$ cat src/rtl/fol_pkg.sv
// Shared types, constants and helpers for the frequency ordered list.
package fol_pkg;

  localparam int ENTRIES    = 16;
  localparam int KEY_BITS   = 16;
  localparam int COUNT_BITS = 16;

  // Index of a cell, and a fill level that can also hold ENTRIES itself
  localparam int IDX_W  = $clog2(ENTRIES);
  localparam int USED_W = $clog2(ENTRIES + 1);

  localparam int CMD_W    = 2;
  localparam int KEY_IO_W = 16;
  localparam int CNT_IO_W = 16;
  localparam int STAT_W   = 2;
  localparam int MATCH_W  = 5;

  typedef enum logic [CMD_W-1:0] {
    CMD_CLEAR  = 2'd0,
    CMD_APPEND = 2'd1,
    CMD_ACCESS = 2'd2,
    CMD_DUMP   = 2'd3
  } cmd_t;

  typedef enum logic [STAT_W-1:0] {
    ST_OK    = 2'd0,
    ST_FULL  = 2'd1,
    ST_EMPTY = 2'd2
  } status_t;

  typedef logic [KEY_BITS-1:0]   key_t;
  typedef logic [COUNT_BITS-1:0] count_t;

  localparam count_t COUNT_MAX = '1;

  typedef struct packed {
    key_t   key;
    count_t count;
  } slot_t;

  typedef enum logic [2:0] {
    SEL_HOLD,
    SEL_APPEND,
    SEL_BUMP,
    SEL_NEXT,
    SEL_PREV,
    SEL_HEAD
  } cell_sel_t;

  typedef struct packed {
    cell_sel_t sel;
    key_t      key;
  } cell_ctl_t;

  typedef struct packed {
    logic [STAT_W-1:0]          status;
    logic                       hit;
    logic [MATCH_W-1:0]         match_count;
    logic signed [KEY_IO_W-1:0] entry_key;
    logic [CNT_IO_W-1:0]        entry_count;
    logic                       last;
  } res_t;

  // Sign-extend the request key, then keep KEY_BITS bits
  function automatic key_t to_key(input logic signed [KEY_IO_W-1:0] k);
    logic [KEY_BITS+KEY_IO_W-1:0] ext;
    ext = {{KEY_BITS{k[KEY_IO_W-1]}}, k};
    return ext[KEY_BITS-1:0];
  endfunction

  function automatic logic [KEY_IO_W-1:0] key_out(input key_t k);
    logic [KEY_BITS+KEY_IO_W-1:0] z;
    z = {{KEY_IO_W{1'b0}}, k};
    return z[KEY_IO_W-1:0];
  endfunction

  function automatic logic [CNT_IO_W-1:0] count_out(input count_t c);
    logic [COUNT_BITS+CNT_IO_W-1:0] z;
    z = {{CNT_IO_W{1'b0}}, c};
    return z[CNT_IO_W-1:0];
  endfunction

  function automatic logic [MATCH_W-1:0] match_out(input logic [USED_W-1:0] m);
    logic [USED_W+MATCH_W-1:0] z;
    z = {{MATCH_W{1'b0}}, m};
    return z[MATCH_W-1:0];
  endfunction

  function automatic res_t mk_res(input status_t st, input logic hit,
                                  input logic [MATCH_W-1:0] mc,
                                  input logic [KEY_IO_W-1:0] ek,
                                  input logic [CNT_IO_W-1:0] ec, input logic last);
    res_t r;
    r.status      = st;
    r.hit         = hit;
    r.match_count = mc;
    r.entry_key   = ek;
    r.entry_count = ec;
    r.last        = last;
    return r;
  endfunction

endpackage

$ cat src/rtl/fol_intf.sv
// Request and result channel interfaces for the frequency ordered list.
interface fol_in_if;
  logic                                     valid;
  logic                                     ready;
  logic [fol_pkg::CMD_W-1:0]                command;
  logic signed [fol_pkg::KEY_IO_W-1:0]      key;

  modport source(output valid, command, key, input ready);
  modport sink(input valid, command, key, output ready);
endinterface

interface fol_out_if;
  logic                                     valid;
  logic                                     ready;
  logic [fol_pkg::STAT_W-1:0]               status;
  logic                                     hit;
  logic [fol_pkg::MATCH_W-1:0]              match_count;
  logic signed [fol_pkg::KEY_IO_W-1:0]      entry_key;
  logic [fol_pkg::CNT_IO_W-1:0]             entry_count;
  logic                                     last;

  modport source(output valid, status, hit, match_count, entry_key, entry_count, last,
                 input ready);
  modport sink(input valid, status, hit, match_count, entry_key, entry_count, last,
               output ready);
endinterface

$ cat src/rtl/fol_cell.sv
// One table slot: key and count, appended, loaded from a neighbour or from cell 0, or bumped in place.
module fol_cell (
  input  logic                clk,
  input  fol_pkg::cell_ctl_t  ctl,
  input  fol_pkg::slot_t      prev,
  input  fol_pkg::slot_t      next,
  input  fol_pkg::slot_t      head,
  output fol_pkg::slot_t      slot,
  output logic                match
);

  fol_pkg::slot_t slot_r;
  fol_pkg::slot_t slot_nxt;

  assign match = (slot_r.key == ctl.key);
  assign slot  = slot_r;

  always_comb begin
    slot_nxt = slot_r;
    case (ctl.sel)
      fol_pkg::SEL_HOLD:   slot_nxt = slot_r;
      fol_pkg::SEL_APPEND: begin
        slot_nxt.key   = ctl.key;
        slot_nxt.count = '0;
      end
      fol_pkg::SEL_BUMP: begin
        // saturating bump; still reported as a match by the caller
        if (match && slot_r.count != fol_pkg::COUNT_MAX) begin
          slot_nxt.count = slot_r.count + fol_pkg::count_t'(1);
        end
      end
      fol_pkg::SEL_NEXT:   slot_nxt = next;
      fol_pkg::SEL_PREV:   slot_nxt = prev;
      fol_pkg::SEL_HEAD:   slot_nxt = head;
      default:             slot_nxt = slot_r;
    endcase
  end

  always_ff @(posedge clk) begin
    slot_r <= slot_nxt;
  end

endmodule

$ cat src/rtl/frequency_ordered_list.sv
// Top level of the frequency ordered list: cell row, sort sequencer and result register.
//
//  channel | dir | signals                                              | transfer
//  --------+-----+------------------------------------------------------+----------------
//  in_chan | in  | command[1:0], key[15:0]                              | valid & ready
//  out_chan| out | status, hit, match_count, entry_key, entry_count,last| valid & ready
//
// Clear and append: the result is registered in the cycle after the request.
// Access: bump on the request edge, then ENTRIES odd-even transposition rounds
//   over the cell row; the result is registered as the last round ends.
// Dump: the used cells rotate through cell 0, one entry per cycle the output is free.
// A new request is taken only between commands, while the result register is free
//   or being drained. Synchronous active-low reset empties the table.
module frequency_ordered_list (
  input  logic   clk,
  input  logic   rst_n,
  fol_in_if.sink     in_chan,
  fol_out_if.source  out_chan
);

  typedef enum logic [1:0] {
    S_IDLE,
    S_SORT,
    S_DUMP
  } state_t;

  state_t                        state_r;
  logic [fol_pkg::USED_W-1:0]    used_r;
  logic [fol_pkg::USED_W-1:0]    left_r;
  logic [fol_pkg::USED_W-1:0]    mcount_r;
  logic [fol_pkg::IDX_W-1:0]     rnd_r;
  logic [fol_pkg::ENTRIES-1:0]   match_r;
  logic                          out_valid_r;
  fol_pkg::res_t                 out_r;

  fol_pkg::slot_t                slots   [fol_pkg::ENTRIES];
  fol_pkg::cell_ctl_t            ctls    [fol_pkg::ENTRIES];
  logic [fol_pkg::ENTRIES-1:0]   cell_match;
  logic [fol_pkg::ENTRIES-1:0]   in_use;
  logic [fol_pkg::ENTRIES-1:0]   swap;
  logic [fol_pkg::ENTRIES-1:0]   swap_prev;
  logic [fol_pkg::USED_W-1:0]    mcount_fin;

  logic          out_free;
  logic          in_acc;
  fol_pkg::cmd_t cmd;
  fol_pkg::key_t in_key;
  logic          sort_done;

  assign out_free  = !out_valid_r || out_chan.ready;
  assign in_chan.ready = (state_r == S_IDLE) && out_free;
  assign in_acc    = in_chan.valid && in_chan.ready;
  assign cmd       = fol_pkg::cmd_t'(in_chan.command);
  assign in_key    = fol_pkg::to_key(in_chan.key);
  assign sort_done = (rnd_r == fol_pkg::IDX_W'(fol_pkg::ENTRIES - 1));
  assign mcount_fin = mcount_r + fol_pkg::USED_W'(match_r[0]);

  assign swap[fol_pkg::ENTRIES-1] = 1'b0;
  assign swap_prev = {swap[fol_pkg::ENTRIES-2:0], 1'b0};

  for (genvar j = 0; j < fol_pkg::ENTRIES; j++) begin : g_cell
    fol_pkg::slot_t prev_w;
    fol_pkg::slot_t next_w;

    assign in_use[j] = fol_pkg::USED_W'(j) < used_r;

    if (j == 0) begin : g_first
      assign prev_w = slots[0];
    end else begin : g_mid
      assign prev_w = slots[j-1];
    end

    if (j == fol_pkg::ENTRIES - 1) begin : g_tail
      assign next_w = slots[0];
    end else begin : g_body
      // only pairs inside the used part of the row take part; strict compare keeps order stable
      assign swap[j] = in_use[j+1] && (rnd_r[0] == 1'(j % 2)) &&
                       (slots[j].count < slots[j+1].count);
      assign next_w = slots[j+1];
    end

    always_comb begin
      ctls[j].key = in_key;
      ctls[j].sel = fol_pkg::SEL_HOLD;
      case (state_r)
        S_IDLE: begin
          if (in_acc) begin
            if (cmd == fol_pkg::CMD_APPEND && used_r == fol_pkg::USED_W'(j)) begin
              ctls[j].sel = fol_pkg::SEL_APPEND;
            end else if (cmd == fol_pkg::CMD_ACCESS && in_use[j]) begin
              ctls[j].sel = fol_pkg::SEL_BUMP;
            end
          end
        end
        S_SORT: begin
          if (swap[j]) begin
            ctls[j].sel = fol_pkg::SEL_NEXT;
          end else if (swap_prev[j]) begin
            ctls[j].sel = fol_pkg::SEL_PREV;
          end
        end
        S_DUMP: begin
          // rotate the used part left; cell 0 wraps round to the last used cell
          if (out_free && in_use[j]) begin
            ctls[j].sel = (fol_pkg::USED_W'(j + 1) == used_r) ? fol_pkg::SEL_HEAD
                                                               : fol_pkg::SEL_NEXT;
          end
        end
        default: ctls[j].sel = fol_pkg::SEL_HOLD;
      endcase
    end

    fol_cell u_cell (
      .clk   (clk),
      .ctl   (ctls[j]),
      .prev  (prev_w),
      .next  (next_w),
      .head  (slots[0]),
      .slot  (slots[j]),
      .match (cell_match[j])
    );
  end

  always_ff @(posedge clk) begin
    if (!rst_n) begin
      state_r     <= S_IDLE;
      used_r      <= '0;
      out_valid_r <= 1'b0;
    end else begin
      if (out_chan.ready) begin
        out_valid_r <= 1'b0;
      end
      case (state_r)
        S_IDLE: begin
          if (in_acc) begin
            rnd_r    <= '0;
            mcount_r <= '0;
            case (cmd)
              fol_pkg::CMD_CLEAR: begin
                used_r      <= '0;
                out_valid_r <= 1'b1;
                out_r       <= fol_pkg::mk_res(fol_pkg::ST_OK, 1'b0, '0, '0, '0, 1'b1);
              end
              fol_pkg::CMD_APPEND: begin
                out_valid_r <= 1'b1;
                if (used_r == fol_pkg::USED_W'(fol_pkg::ENTRIES)) begin
                  out_r <= fol_pkg::mk_res(fol_pkg::ST_FULL, 1'b0, '0, '0, '0, 1'b1);
                end else begin
                  used_r <= used_r + fol_pkg::USED_W'(1);
                  out_r  <= fol_pkg::mk_res(fol_pkg::ST_OK, 1'b0, '0, '0, '0, 1'b1);
                end
              end
              fol_pkg::CMD_ACCESS: begin
                match_r <= cell_match & in_use;
                state_r <= S_SORT;
              end
              fol_pkg::CMD_DUMP: begin
                if (used_r == '0) begin
                  out_valid_r <= 1'b1;
                  out_r <= fol_pkg::mk_res(fol_pkg::ST_EMPTY, 1'b0, '0, '0, '0, 1'b1);
                end else begin
                  left_r  <= used_r;
                  state_r <= S_DUMP;
                end
              end
              default: state_r <= S_IDLE;
            endcase
          end
        end
        S_SORT: begin
          // match flags drain one a round into the running count
          rnd_r    <= rnd_r + fol_pkg::IDX_W'(1);
          match_r  <= match_r >> 1;
          mcount_r <= mcount_fin;
          if (sort_done) begin
            out_valid_r <= 1'b1;
            out_r <= fol_pkg::mk_res(fol_pkg::ST_OK, mcount_fin != '0,
                                     fol_pkg::match_out(mcount_fin), '0, '0, 1'b1);
            state_r <= S_IDLE;
          end
        end
        S_DUMP: begin
          if (out_free) begin
            out_valid_r <= 1'b1;
            out_r <= fol_pkg::mk_res(fol_pkg::ST_OK, 1'b0, '0,
                                     fol_pkg::key_out(slots[0].key),
                                     fol_pkg::count_out(slots[0].count),
                                     left_r == fol_pkg::USED_W'(1));
            left_r <= left_r - fol_pkg::USED_W'(1);
            if (left_r == fol_pkg::USED_W'(1)) begin
              state_r <= S_IDLE;
            end
          end
        end
        default: state_r <= S_IDLE;
      endcase
    end
  end

  assign out_chan.valid       = out_valid_r;
  assign out_chan.status      = out_r.status;
  assign out_chan.hit         = out_r.hit;
  assign out_chan.match_count = out_r.match_count;
  assign out_chan.entry_key   = out_r.entry_key;
  assign out_chan.entry_count = out_r.entry_count;
  assign out_chan.last        = out_r.last;

  a_used_bound: assert property (@(posedge clk) disable iff (!rst_n)
    used_r <= fol_pkg::USED_W'(fol_pkg::ENTRIES))
    else $error("fill level beyond table size");

  a_busy_no_req: assert property (@(posedge clk) disable iff (!rst_n)
    state_r != S_IDLE |-> !in_chan.ready)
    else $error("request taken while a command is in progress");

  a_sort_result: assert property (@(posedge clk) disable iff (!rst_n)
    state_r == S_SORT && sort_done |=> out_valid_r && out_r.last && state_r == S_IDLE)
    else $error("access finished without a result");

  a_dump_stable: assert property (@(posedge clk) disable iff (!rst_n)
    state_r == S_DUMP |=> $stable(used_r))
    else $error("fill level changed during dump");

  a_dump_left: assert property (@(posedge clk) disable iff (!rst_n)
    state_r == S_DUMP |-> left_r != '0 && left_r <= used_r)
    else $error("dump entry count out of range");

endmodule

$ cat src/flat_wrapper.sv
// flat-port wrapper written by rule: the top's interface ports become plain ports
module frequency_ordered_list_flat 
  (clk, rst_n, in_chan_valid, in_chan_command, in_chan_key, in_chan_ready, out_chan_valid, out_chan_status, out_chan_hit, out_chan_match_count, out_chan_entry_key, out_chan_entry_count, out_chan_last, out_chan_ready);
  fol_in_if in_chan_i ();
  fol_out_if out_chan_i ();
  input  logic clk;
  input  logic rst_n;
  input wire logic [$bits(in_chan_i.valid)-1:0] in_chan_valid;
  input wire logic [$bits(in_chan_i.command)-1:0] in_chan_command;
  input wire logic [$bits(in_chan_i.key)-1:0] in_chan_key;
  output wire logic [$bits(in_chan_i.ready)-1:0] in_chan_ready;
  output wire logic [$bits(out_chan_i.valid)-1:0] out_chan_valid;
  output wire logic [$bits(out_chan_i.status)-1:0] out_chan_status;
  output wire logic [$bits(out_chan_i.hit)-1:0] out_chan_hit;
  output wire logic [$bits(out_chan_i.match_count)-1:0] out_chan_match_count;
  output wire logic [$bits(out_chan_i.entry_key)-1:0] out_chan_entry_key;
  output wire logic [$bits(out_chan_i.entry_count)-1:0] out_chan_entry_count;
  output wire logic [$bits(out_chan_i.last)-1:0] out_chan_last;
  input wire logic [$bits(out_chan_i.ready)-1:0] out_chan_ready;
  assign in_chan_i.valid = in_chan_valid;
  assign in_chan_i.command = in_chan_command;
  assign in_chan_i.key = in_chan_key;
  assign in_chan_ready = in_chan_i.ready;
  assign out_chan_valid = out_chan_i.valid;
  assign out_chan_status = out_chan_i.status;
  assign out_chan_hit = out_chan_i.hit;
  assign out_chan_match_count = out_chan_i.match_count;
  assign out_chan_entry_key = out_chan_i.entry_key;
  assign out_chan_entry_count = out_chan_i.entry_count;
  assign out_chan_last = out_chan_i.last;
  assign out_chan_i.ready = out_chan_ready;
  frequency_ordered_list u_core (.clk(clk), .rst_n(rst_n), .in_chan(in_chan_i), .out_chan(out_chan_i));
endmodule
$ cat config.mk
export PLATFORM = sky130hd
export DESIGN_NAME = frequency_ordered_list_flat
export DESIGN_NICKNAME = d
export VERILOG_FILES = /design/src/rtl/fol_pkg.sv /design/src/rtl/fol_intf.sv /design/src/rtl/fol_cell.sv /design/src/rtl/frequency_ordered_list.sv /design/src/flat_wrapper.sv
export SDC_FILE = /design/constraint.sdc
export NUM_CORES = 2
export LEC_CHECK = 0
export BUFFER_PORTS_ARGS = -buffer_cell sky130_fd_sc_hd__buf_2
export CORE_UTILIZATION = 47
export CTS_CLUSTER_DIAMETER = 80
export CTS_CLUSTER_SIZE = 14
export DETAILED_ROUTE_END_ITERATION = 10
export GPL_TIMING_DRIVEN = 0
export SLEW_MARGIN = 10
export SYNTH_ARGS = -nofsm -noshare
export SYNTH_HDL_FRONTEND = slang
export SYNTH_SLANG_ARGS = --single-unit
$ cat constraint.sdc
create_clock -name clk -period 4.4 [get_ports clk]
set_clock_uncertainty 0.1 [all_clocks]
set_input_delay 0.22 -clock clk [delete_from_list [all_inputs] [get_ports clk]]
set_output_delay 0.22 -clock clk [all_outputs]
set_load 0.01 [all_outputs]
==> flow_summary.ini <==
[pwr]
power_frac_seq_pct = 51.6
power_switching_w = 0.00321
max-vdd-ir-drop_v = 0.000477
swShare_pct = 26.5
combPwrFrac_pct = 8.8
p_int_w = 0.00892
p_per_area_nw_per_um2 = 243
p_leak_nw = 19.0
p_total_w = 0.0121
p_clk_share_pct = 39.5

[layout]
drive_gt1_share_pct = 7.93
final_cells = 6287
fin_area_um2 = 49800
synthToLayoutAreaGrowth_pct = 9.18
fin_nets = 5272

[synth]
seq_area_frac_synth_pct = 38.7
netlist_top_cells_area = edfxtp_1 38%, ha_1 7.1%, a221o_1 5.8%
yosys_warnings = 0
synth.cell_area_um2 = 45700
async_flop_share_pct = 0
synthCells = 4863
synth.top_cells.by_count = 613 x nand2_1, 583 x edfxtp_1, 291 x nor2_1, 279 x clkbuf_1, 279 x xor2_1
synth-edff-count = 583
synth_ff_type = edfxtp_1
synth.avg_cell_area_um2 = 9.39
synth_top_area_share_pct = 38.4
synth_cell_types = 100
synth.most_common_cell = nand2_1
yosysTopAreaCell = edfxtp_1
syn_nets = 5143
ys_ff_latch = 591

[die]
die-area_um2 = 98400
ioPinCount = 65
coreArea_um2 = 95600
die_x_um = 314
start_util_pct = 47.8
die_h_um = 314
rows = 113

[global_routing]
grt_pass1_wl_um = 283000
grtUsageTotal_pct = 39.9
grt-ovfl-total = 0
grt_pass1_vias = 39600
antenna_found_initial = 9
grt_max_degree = 32

[worst_setup_path]
critical_path.max_stage_delay_ns = 0.66
critPathKind = flop to flop
critPathLaunchType = flop
cpLargestDelayFamily = buffers and inverters
end_kind = flop
crit_path_top_delay_cell = o221ai_2
cp_common_cell = buf_2
critPathBufInv = 4
cp_cell_sequence = buf_2 > inv_1 > ha_1 > nor2b_1 > nand2_1 > o221ai_2 > o211a_1 > clkbuf_1 > buf_2 > mux2_2
cp.required_ns = 4.74
cp.arrival_ns = 4.83
cp_max_fo = 10

[route]
avgViaCountPerCell = 6.70
drt_iter0_drc = 6290
avgRoutedWirePerCell_um = 32.1
drc = 0
ant_nets = 0
routed_wl_um = 202000
num_vias = 42100
dr.pass1.iters = 11

[sta]
setup_viol = 23
final_hold_viol_count = 0
tns_ns = -1.32
layout_setup_ws_ns = -0.0957
tightestPinTransition_ns = 1.44
timing.final.crit_period_ns = 4.50
maxSlewViolCount = 0
slew-limit-headroom_pct = 3.98
fmax_mhz = 222
rsz0062_at_grt = yes
min_period_over_period_pct = 102

[run_status]
violations = setup timing
status = complete, but fails checks

[clocking]
cts.sinks = 591
cts-root-buf = clkbuf_16
clk_latency_ns = 0.69
ctsHtreeMaxLevel = 2
path_clk_slew_ns = 0.08
numCtsBuffers = 52
clock_path_buffers = 3
cts_tree = done

[placement]
io_buffers = 48
hpwl_um = 162000
placed_area_um2 = 47800
post-place-ws_ns = -0.869
gp_congestion = 0.997
dp.cells = 6189

[min_path]
holdCritPathClass = input port to flop

[job]
maxCapViolations = 0
## power groups by stage
stage	Sequential, W	Clock [W]	Combinational [W]
floorplan	0.00639	0	0.000538
global placement	0.00639	0	0.000983
detailed placement	0.00638	0	0.00100
CTS	0.00626	0.00479	0.00101
global route	0.00626	0.00493	0.00110
finish	0.00626	0.00480	0.00107
## logic make-up after synthesis
group,count (synthesis),synth area share (%)
muxes,98,2.21
and+or+nand+nor,1518,15.7
AOI/OAI and AO/OA,1274,21.4
buffers and inverters,634,5.53
adders and majority gates,258,7.07
DFF,591,38.7
xor gates and xnor gates,490,9.40
## flip-flops by register name, indices dropped and copies added, names as in the netlist, 2 cells and up
signal	flops
u_core.g_cell.u_cell.slot	512
u_core.left_r	5
u_core.match_r	16
u_core.mcount_r	5
u_core.out_chan.entry_count	16
u_core.out_chan.entry_key	16
u_core.out_chan.match_count	5
u_core.out_chan.status	2
u_core.rnd_r	4
u_core.state_r	2
u_core.used_r	5
## per-layer routing
layer,global-route usage [%],wire length (um),share of wire [%],vias to the layer above
met4,19.2,11100,5.5,2
met5,0,11,0.0055,-
met1,55.5,83700,41,20500
li1,-,-,-,18500
met2,59.0,84100,42,2607
met3,8.40,22800,11,446
## layout by cell type, fill, tap and decap left out, types with 26 or more instances in the layout
cell type,netlist,final
nand2_1,613,608
edfxtp_1,583,583
nor2_1,291,281
xor2_1,279,279
a21oi_1,268,266
a221o_1,266,266
clkbuf_1,279,263
inv_1,260,260
ha_1,258,258
xnor2_1,211,211
o21ai_0,170,166
nand3_1,145,144
buf_2,52,100
nor3_1,85,83
mux2i_1,74,74
nor4_1,72,72
a22o_1,66,66
a222oi_1,66,66
nand4_1,65,65
clkbuf_16,0,53
and2_1,51,51
a22oi_1,49,48
nor2b_1,45,44
and3_1,39,39
a21o_1,41,37
o22ai_1,36,34
o221ai_1,33,32
clkbuf_2,1,27
o211ai_1,26,26
buf_1,27,26
## tightest hold or removal path, cell delays in order
cell	delay [ns]
buf_2	0.17
ha_1	0.23
nor2b_1	0.17
## per-stage QoR
stage | utilization [%] | hold slack [ns]
after floorplan | - | 0.238
after global placement | 49.7 | 0.402
after detailed placement | 50.0 | 0.413
after CTS | 51.9 | 0.124
after global routing | 52.1 | 0.158
final | 52.1 | 0.148
## final cells by class
class                   instances  area (um2)
well taps                    1265        1580
flip-flops and latches        591       17700
diodes                          1        2.50
fillers                      9089       45700
clock buffers                  66        1400
repair buffers                 77         559
inverters                     261         980
plain buffers                 371        1570
multi-input cells            3638       25900
clock inverters                17         179
## path summary, 6_finish.rpt
check	depth (start not counted)	startpoint	slack, ns	to
max reg2reg	10	u_core.used_r[1]$_SDFFE_PN0P_	-0.1	u_core.g_cell[0].u_cell.slot[29]$_DFFE_PP_
max	10	u_core.used_r[1]$_SDFFE_PN0P_	-0.1	u_core.g_cell[0].u_cell.slot[29]$_DFFE_PP_
min	3	in_chan_command[1]	0.15	u_core.out_chan.status[1]$_DFFE_PP_
min reg2reg	2	u_core.match_r[4]$_DFFE_PP_	0.44	u_core.match_r[3]$_DFFE_PP_
## timing repair
item | CTS | global route
hold buffers | 2 | 0
setup endpoints to repair | 611 | 294
buffers inserted | 2 | 12
pin swaps | 1 | 7
resized for setup | 58 | 28
endpoints found under the hold margin | 8 | 0
No activity file was read; power rests on OpenSTA's default activity.
